`config.mk`:
```
export PLATFORM = sky130hd
export DESIGN_NAME = edd_diffuse
export DESIGN_NICKNAME = d
export VERILOG_FILES = /design/src/rtl/edd_pkg.sv /design/src/rtl/edd_diffuse.sv
export SDC_FILE = /design/constraint.sdc
export NUM_CORES = 1
export LEC_CHECK = 0
export ABC_AREA = 1
export ABC_CLOCK_PERIOD_IN_PS = 13300
export BUFFER_PORTS_ARGS = -buffer_cell sky130_fd_sc_hd__buf_4
export CAP_MARGIN = 20
export CELL_PAD_IN_SITES_DETAIL_PLACEMENT = 0
export CELL_PAD_IN_SITES_GLOBAL_PLACEMENT = 1
export CORE_AREA = 2 2 134 123
export DETAILED_ROUTE_END_ITERATION = 12
export DIE_AREA = 0 0 136 125
export GPL_ROUTABILITY_DRIVEN = 0
export PLACE_DENSITY = 0.83
export SLEW_MARGIN = 20
export SYNTH_ARGS = -nofsm -noshare
export SYNTH_HDL_FRONTEND = slang
export SYNTH_SLANG_ARGS = --single-unit
```
`constraint.sdc`:
```
create_clock -name vclk -period 13.3
set_clock_uncertainty 0.1 [all_clocks]
set_input_delay 1.33 -clock vclk [all_inputs]
set_output_delay 1.33 -clock vclk [all_outputs]
set_load 0.02 [all_outputs]
```
`src/rtl/edd_pkg.sv`:
```
// edd_pkg: shared constants, types and arithmetic helpers for the error diffusion dither
// no dependencies; compile before every other rtl file
`default_nettype none

package edd_pkg;

    // sizing
    localparam int MAX_WIDTH     = 1024;
    localparam int MAX_HEIGHT    = 4096;
    localparam int ERROR_BITS    = 12;
    localparam int COL_BITS      = $clog2(MAX_WIDTH);
    localparam int ROW_BITS      = $clog2(MAX_HEIGHT);
    localparam int VAL_BITS      = ERROR_BITS + 2;
    localparam int CH_BITS       = 8;
    localparam int SUM_BITS      = 10;
    localparam int THR_BITS      = 8;
    localparam int CFG_W_BITS    = 11;
    localparam int CFG_H_BITS    = 13;
    localparam int CFG_DATA_BITS = 13;
    localparam int CFG_IDX_BITS  = 2;

    // divide by three as multiply by reciprocal, exact for sums up to 765
    localparam int DIV3_MUL   = 683;
    localparam int DIV3_SHIFT = 11;
    localparam int PROD_BITS  = SUM_BITS + DIV3_SHIFT;

    // register indexes
    localparam logic [CFG_IDX_BITS-1:0] CFG_IMAGE_WIDTH     = 2'd0;
    localparam logic [CFG_IDX_BITS-1:0] CFG_IMAGE_HEIGHT    = 2'd1;
    localparam logic [CFG_IDX_BITS-1:0] CFG_WHITE_THRESHOLD = 2'd2;

    // register reset values
    localparam logic [CFG_W_BITS-1:0] WIDTH_RESET  = 11'd1024;
    localparam logic [CFG_H_BITS-1:0] HEIGHT_RESET = 13'd1024;
    localparam logic [THR_BITS-1:0]   THR_RESET    = 8'd128;

    // diffusion weights in sixteenths
    localparam logic [2:0] WEIGHT_RIGHT      = 3'd7;
    localparam logic [2:0] WEIGHT_BELOW_LEFT = 3'd3;
    localparam logic [2:0] WEIGHT_BELOW      = 3'd5;
    localparam logic [2:0] WEIGHT_BELOW_RGT  = 3'd1;

    typedef logic signed [ERROR_BITS-1:0] t_err;
    typedef logic signed [VAL_BITS-1:0]   t_val;

    localparam t_val WHITE_LEVEL = VAL_BITS'(255);
    localparam t_val ERR_HI      = VAL_BITS'((1 << (ERROR_BITS - 1)) - 1);
    localparam t_val ERR_LO      = -ERR_HI - VAL_BITS'(1);

    typedef struct packed {
        logic [CH_BITS-1:0]  gray;
        logic [THR_BITS-1:0] threshold;
        t_err                right;
        t_err                below;
        t_err                pend_below;
        t_err                pend_below_left;
        logic                last_col;
    } t_diff_in;

    typedef struct packed {
        logic white;
        t_err row_write;
        t_err tail;
        t_err pend_below_left;
        t_err pend_below;
        t_err right;
    } t_diff_out;

    function automatic t_val ext_err(input t_err e);
        return {{(VAL_BITS - ERROR_BITS){e[ERROR_BITS-1]}}, e};
    endfunction

    function automatic t_err sat_err(input t_val v);
        t_err r;
        if (v > ERR_HI) begin
            r = ERR_HI[ERROR_BITS-1:0];
        end else if (v < ERR_LO) begin
            r = ERR_LO[ERROR_BITS-1:0];
        end else begin
            r = v[ERROR_BITS-1:0];
        end
        return r;
    endfunction

    // e * k / 16, truncated toward zero
    function automatic t_err share(input t_err e, input logic [2:0] k);
        logic signed [ERROR_BITS+3:0] p;
        logic signed [ERROR_BITS+3:0] q;
        p = $signed({{4{e[ERROR_BITS-1]}}, e}) * $signed({1'b0, k});
        if (p < 0) begin
            q = (p + $signed((ERROR_BITS + 4)'(15))) >>> 4;
        end else begin
            q = p >>> 4;
        end
        return q[ERROR_BITS-1:0];
    endfunction

    function automatic logic [CH_BITS-1:0] gray_of(input logic [SUM_BITS-1:0] sum);
        logic [PROD_BITS-1:0] prod;
        prod = PROD_BITS'(sum) * PROD_BITS'(DIV3_MUL);
        return prod[DIV3_SHIFT +: CH_BITS];
    endfunction

endpackage

`default_nettype wire

```
`src/rtl/edd_diffuse.sv`:
```
// edd_diffuse: quantise one corrected gray value and split its error to the neighbours
// depends on edd_pkg
`default_nettype none

module edd_diffuse (
    input  edd_pkg::t_diff_in  i_d,
    output edd_pkg::t_diff_out o_d
);

    edd_pkg::t_val v;
    edd_pkg::t_val v_q;
    edd_pkg::t_val thr;
    edd_pkg::t_err e;
    edd_pkg::t_err pbl_next;
    logic          white;

    assign v = edd_pkg::VAL_BITS'(i_d.gray) + edd_pkg::ext_err(i_d.right)
             + edd_pkg::ext_err(i_d.below);
    assign thr   = edd_pkg::VAL_BITS'(i_d.threshold);
    assign white = v > thr;
    assign v_q   = white ? v - edd_pkg::WHITE_LEVEL : v;
    assign e     = edd_pkg::sat_err(v_q);

    assign pbl_next = edd_pkg::sat_err(edd_pkg::ext_err(i_d.pend_below)
                    + edd_pkg::ext_err(edd_pkg::share(e, edd_pkg::WEIGHT_BELOW)));

    always_comb begin
        o_d.white     = white;
        o_d.row_write = edd_pkg::sat_err(edd_pkg::ext_err(i_d.pend_below_left)
                      + edd_pkg::ext_err(edd_pkg::share(e, edd_pkg::WEIGHT_BELOW_LEFT)));
        o_d.tail      = pbl_next;
        if (i_d.last_col) begin
            o_d.pend_below_left = '0;
            o_d.pend_below      = '0;
            o_d.right           = '0;
        end else begin
            o_d.pend_below_left = pbl_next;
            o_d.pend_below      = edd_pkg::share(e, edd_pkg::WEIGHT_BELOW_RGT);
            o_d.right           = edd_pkg::share(e, edd_pkg::WEIGHT_RIGHT);
        end
    end

endmodule

`default_nettype wire

```
# Word-level counts from Yosys, hierarchy flattened
# Index checks and enable logic that the tools add are counted.
[op_classes]
mul = 3
shifts = 0
order_cmp = 11
add_sub_neg = 9
div = 0
bitwise = 0
n_eq_ne = 0
reduce_logical = 0
n_mux = 12
[ops]
columns = ["op", "count"]
rows = [
  ["$mux W12", 10],
  ["$mux W36", 1],
  ["$add A16 B5 Y16 const B", 2],
  ["$lt A16 B1 Y1 const B", 2],
  ["$mul A12 B4 Y16 const B", 2],
  ["$add A12 B12 Y13", 2],
  ["$gt A13 B12 Y1 const B", 2],
  ["$lt A13 B12 Y1 const B", 2],
  ["$add A15 B5 Y16 const B", 1],
  ["$lt A15 B1 Y1 const B", 1],
  ["$mul A12 B3 Y15 const B", 1],
  ["$add A13 B12 Y14", 1],
  ["$gt A14 B12 Y1 const B", 1],
  ["$gt A14 B9 Y1", 1],
  ["$lt A14 B12 Y1 const B", 1],
  ["$mux W14", 1],
  ["$sub A14 B9 Y14 const B", 1],
  ["$add A12 B5 Y13 const B", 1],
  ["$add A9 B12 Y13", 1],
  ["$lt A12 B1 Y1 const B", 1],
]
[totals]
n_memories = 0
regBits = 0
latch_bits = 0
ramBits = 0
romBits = 0

# Longest topological paths before layout
# Gate-level depths: netlist of run 1.
[depth]
depth_word = 15
ltp_mapped = 67

# Least setup slack after synthesis of run 1
# OpenSTA, ideal clock, no wires.
[synth_path]
kind = "input to output"
startpoint = "input port i_d[26] (netlist name)"
endpoint = "output port o_d[25] (netlist name)"
cell_stages = 59
t_arrival_ns = 10.377
t_required_ns = 11.870
path_slack_ns = 1.493
cell_sequence = "inv_1 fa_1 inv_1 ha_1 fa_1 nand3_1 nand3_1 xnor2_1 inv_1 ha_1 nand2_1 nor2_1 o21ai_0 nand3_1 nand2_1 nand2_1 nand2_1 nand3_2 [... 23 more ...] inv_1 nor3_4 xor2_1 inv_1 fa_1 o31ai_1 nand3_1 nand2_1 a21oi_1 o21bai_1 nand2_1 nand2_1 a21oi_1 or2_2 a22oi_1 nand2_1 a21oi_1 and2_1"
[synth_rtl]
columns = ["element", "line", "rtl"]
rows = [
  ["start, declared", "edd_diffuse.sv:6", "input edd_pkg::t_diff_in i_d,"],
  ["end, declared", "edd_diffuse.sv:7", "output edd_pkg::t_diff_out o_d"],
]

==> impl_metrics.tcl, run 1 <==
set metrics [dict create \
    status "finished, final reports clean" \
    cts_setup_buffers 0 \
    dr.pass1.iters 5 \
    cp.arrival_ns 11.03 \
    path_common_cell "nand2_1" \
    drive_gt1_share_pct 18.0 \
    syn2layout_area_growth_pct 19.8 \
    criticalPathCategory "in -> out" \
    slew_headroom_pct 45.5 \
    dieHeight_um 125 \
    core_um2 15700 \
    setup_tns_ns 0 \
    final_cell_mix "nand2_1, inv_1, buf_4, ha_1, a21oi_1" \
    synth_cell_types 41 \
    crit_path_end_kind "output port" \
    rsz0062_at_grt "yes" \
    rows 44 \
    hold_path_depth 3 \
    synthCells 1009 \
    cp-start-kind "input pin" \
    n_clock_buffer 0 \
    final_common_cell "nand2_1" \
    viasPerCell 4.73 \
    max_freq_mhz 80.2 \
    num-fill-cells 1745 \
    cp_max_fo 10 \
    yosys_warnings 0 \
    register_area_um2 0 \
    drt_iter0_drc 298 \
    final_nets 1327 \
    finalMaxSlewViolations 0 \
    multi_input_area_um2 5380 \
    vias 6305 \
    cp_data_required_time_ns 11.87 \
    maxCapViolCount 0 \
    antenna_cells 0 \
    synth_fp_nets 1208 \
    ant_nets 0 \
    hp-class "in -> out" \
    initial_core_util_pct 39.2 \
    wl_per_cell_um 11.9 \
    first_global_vias 5929 \
    synth_seq_area_share_pct 0 \
    cp_slowest_stage_delay_ns 0.52 \
    io_pins 126 \
    fp.dieArea_um2 17000 \
    final-hold-violation-count 0 \
    overflow 0 \
    postSynthAreaPerCell_um2 6.11 \
    drt-total-wl_um 15900 \
    slowest_stage "fa_1" \
    path_depth 63 \
    tightest_slew_ns 0.818 \
    antenna_found_initial 0 \
    grt_pass1_wl_um 26600 \
    dp_cells 1333 \
    hold_ws_ns 3.04 \
    layout.cells.non_filler 1333 \
    grt_max_degree 25 \
    path_delay_family "adder cells" \
    netlist_area_um2 6170 \
    grt.total_usage_pct 18.2 \
    remaining_drc_errors 0 \
    critical_path_buf_inv_count 10 \
    numPortBuffers 126 \
    die_w_um 136 \
    setup_violations 0 \
    dp_hpwl_um 14300 \
    seq_cell_count 0 \
    finalCritPeriodShare_pct 93.7 \
    fin_crit_ns 12.46 \
]
==> metal layers <==
layer	wire (um)	global-route usage [%]	vias up	part of all wire [%]
li1	-	-	3436	-
met1	7790	25.6	2720	49
met2	7020	31.2	133	44
met3	871	1.38	16	5.5
met4	219	2.39	0	1.4
met5	0	0	-	0
==> cells in the mapped netlist <==
library cell,n,area (um^2)
clkbuf_1,5,18.8
or2_2,10,62.6
nand2_2,17,106
xor2_1,53,464
nor2_2,6,37.5
inv_1,193,724
nand3_2,6,60.1
o21ai_2,1,8.76
nor3_2,1,10.0
buf_1,1,3.75
o31ai_1,4,30.0
nor4_1,4,25.0
a21oi_1,82,410
buf_2,2,10.0
o21ai_0,43,215
a21oi_4,1,16.3
nor3_4,1,16.3
nand3_4,1,17.5
nand3b_1,3,22.5
o21bai_1,11,82.6
o211ai_1,2,15.0
nand2_1,226,848
nand3_1,43,215
and2_1,5,31.3
buf_4,4,30.0
inv_4,1,6.26
nor2_1,73,274
nor3_1,18,90.1
clkinv_1,1,3.75
nand4_1,12,75.1
xnor2_1,20,175
nor2_4,2,22.5
inv_2,7,26.3
fa_1,23,460
nor3b_1,3,22.5
nand4_4,1,21.3
a22oi_1,2,15.0
nand2_4,6,67.6
buf_6,2,22.5
ha_1,111,1390
a21o_1,2,15.0
==> per-stage QoR <==
| step | util [%] | worst slack (ns) | area (um^2) |
|---|---|---|---|
| 5_1_grt | 46.9 | -0.0869 | 7390 |
| 2_1_floorplan | - | 1.49 | 6170 |
| 3_5_place_dp | 46.5 | 0.384 | 7330 |
| 4_1_cts | 46.5 | 0.336 | 7330 |
| 6_report | 46.9 | 0.839 | 7390 |
| 3_3_place_gp | 46.5 | 0.575 | 7330 |
==> worst min-delay path, delay by kind of cell <==
| family | cells | cell delay, ns |
|---|---|---|
| and+or+nand+nor | 1 | 0.12 |
| buffers and inverters | 2 | 0.34 |
==> cell type report <==
type               count  area share (%)
inverters            202            10.3
repair buffers       131            13.3
well taps            207            3.50
multi-input cells    793            72.8
==> kinds of logic (layout without fill, tap and decap cells) <==
group                      count (synthesis)  in the layout  share of synthesized area (%)
buffers and inverters                    216            333                           13.7
xor gates and xnor gates                  73             73                           10.4
and+or+nand+nor                          438            438                           32.8
adders and majority gates                134            134                           30.0
AOI/OAI and AO/OA                        148            148                           13.1
==> worst paths after layout <==
kind                 from       to  slack [ns]
setup / recovery  i_d[26]  o_d[57]        0.84
hold / removal     i_d[0]   o_d[8]        3.04
==> what timing repair did <==
item / CTS / global route
hold buffers: 0 / 0
endpoints found under the setup margin: 0 / 36
gates resized for setup: 0 / 14
Power of run 1 is left out: the tool's default activity adds up to more than one toggle a clock period on the data nets, which glitch-free logic cannot reach.
==> run 2, diff against run 1 <==
--- a/config.mk
+++ b/config.mk
@@ -15,6 +15,7 @@
 export DETAILED_ROUTE_END_ITERATION = 12
 export DIE_AREA = 0 0 136 125
 export GPL_ROUTABILITY_DRIVEN = 0
+export GPL_TIMING_DRIVEN = 0
 export PLACE_DENSITY = 0.83
 export SLEW_MARGIN = 20
 export SYNTH_ARGS = -nofsm -noshare
==> run 2 against run 1 <==
Effect of this change:
- first-iteration DRC count is 25% lower
- die area stayed put
- design area is 1.8% higher
- via count is 0.90% higher
==> impl_metrics.tcl, run 2 (synthesis results as in run 1) <==
set metrics [dict create \
    status "finished, final reports clean" \
    final_common_cell "nand2_1" \
    path_delay_family "adder cells" \
    cp-start-kind "input pin" \
    antenna_cells 0 \
    criticalPathCategory "in -> out" \
    dp_cells 1342 \
    fp.dieArea_um2 17000 \
    layout.cells.non_filler 1350 \
    hp-class "in -> out" \
    use_met3_pct 0.933 \
    grt_most_used_layer "met2" \
    core_um2 15700 \
    remaining_drc_errors 0 \
    ant_nets 0 \
    critical_path_buf_inv_count 11 \
    grt.total_usage_pct 17.8 \
    cts_hold_buf 0 \
    cp.arrival_ns 11.06 \
    path_common_cell "nand2_1" \
    num-fill-cells 1708 \
    finalMaxSlewViolations 0 \
    maxCapViolCount 0 \
    fin_crit_ns 12.49 \
    seq_cell_count 0 \
    final-hold-violation-count 0 \
    finalCritPeriodShare_pct 93.9 \
    io_pins 126 \
    drive_gt1_share_pct 19.2 \
    max_freq_mhz 80.0 \
    n_clock_buffer 0 \
    die_w_um 136 \
    final_cell_mix "nand2_1, inv_1, buf_4, ha_1, a21oi_1" \
    met2_usage_pct 31.3 \
    slowest_stage "fa_1" \
    grt_max_degree 14 \
    dieHeight_um 125 \
    register_area_um2 0 \
    rows 44 \
    overflow 0 \
    first_global_vias 5911 \
    vias 6362 \
    grt_pass1_wl_um 26000 \
    final_nets 1344 \
    initial_core_util_pct 39.2 \
    use_met1_pct 24.9 \
    viasPerCell 4.71 \
    tightest_slew_ns 0.691 \
    slew_headroom_pct 53.9 \
    dr.pass1.iters 6 \
    setup_violations 0 \
    antenna_found_initial 0 \
    drt_iter0_drc 224 \
    wl_per_cell_um 11.4 \
    dp_hpwl_um 13700 \
    cp_max_fo 10 \
    cp_slowest_stage_delay_ns 0.53 \
    numPortBuffers 126 \
    crit_path_end_kind "output port" \
    cp_data_required_time_ns 11.87 \
    syn2layout_area_growth_pct 22.0 \
    drt-total-wl_um 15400 \
]
[run 2: metal layers]
layer,wire length (um),up-vias
li1,-,3479
met1,7690,2741
met2,6890,136
met3,735,6
met4,108,0
met5,0,-
[run 2: metrics by stage]
| step | setup WS (ns) | area [um^2] | setup TNS (ns) | hold WS, ns | util [%] |
|---|---|---|---|---|---|
| after floorplan | 1.49 | 6170 | 0 | 2.64 | - |
| after global placement | -0.155 | 7370 | -2.19 | 2.91 | 46.8 |
| after detailed placement | -0.149 | 7370 | -2.29 | 2.91 | 46.8 |
| after CTS | 0.0808 | 7380 | 0 | 2.91 | 46.9 |
| after global routing | -0.0176 | 7530 | -0.0308 | 2.93 | 47.8 |
| final | 0.805 | 7530 | 0 | 2.92 | 47.8 |
[run 2: final cells by class]
cell class	instances	area [um^2]	area share, %
buffer	13	88.8	1.18
inverter	202	764	10.2
multi-input combinational	793	5400	71.8
tap	207	259	3.44
timing repair buffer	135	1010	13.5
[run 2: path summary, 6_finish.rpt]
check                 slack (ns)  endpoint  depth (start not counted)    start
worst max-delay path        0.81   o_d[51]                         64  i_d[26]
worst min-delay path        2.92   o_d[24]                          3   i_d[0]
[run 2: timing repair]
action	CTS	global route
resized for setup	5	22
buffers inserted	0	9
setup endpoints to repair	32	36
pin swaps	0	5
Power of run 2 is left out for the same reason.
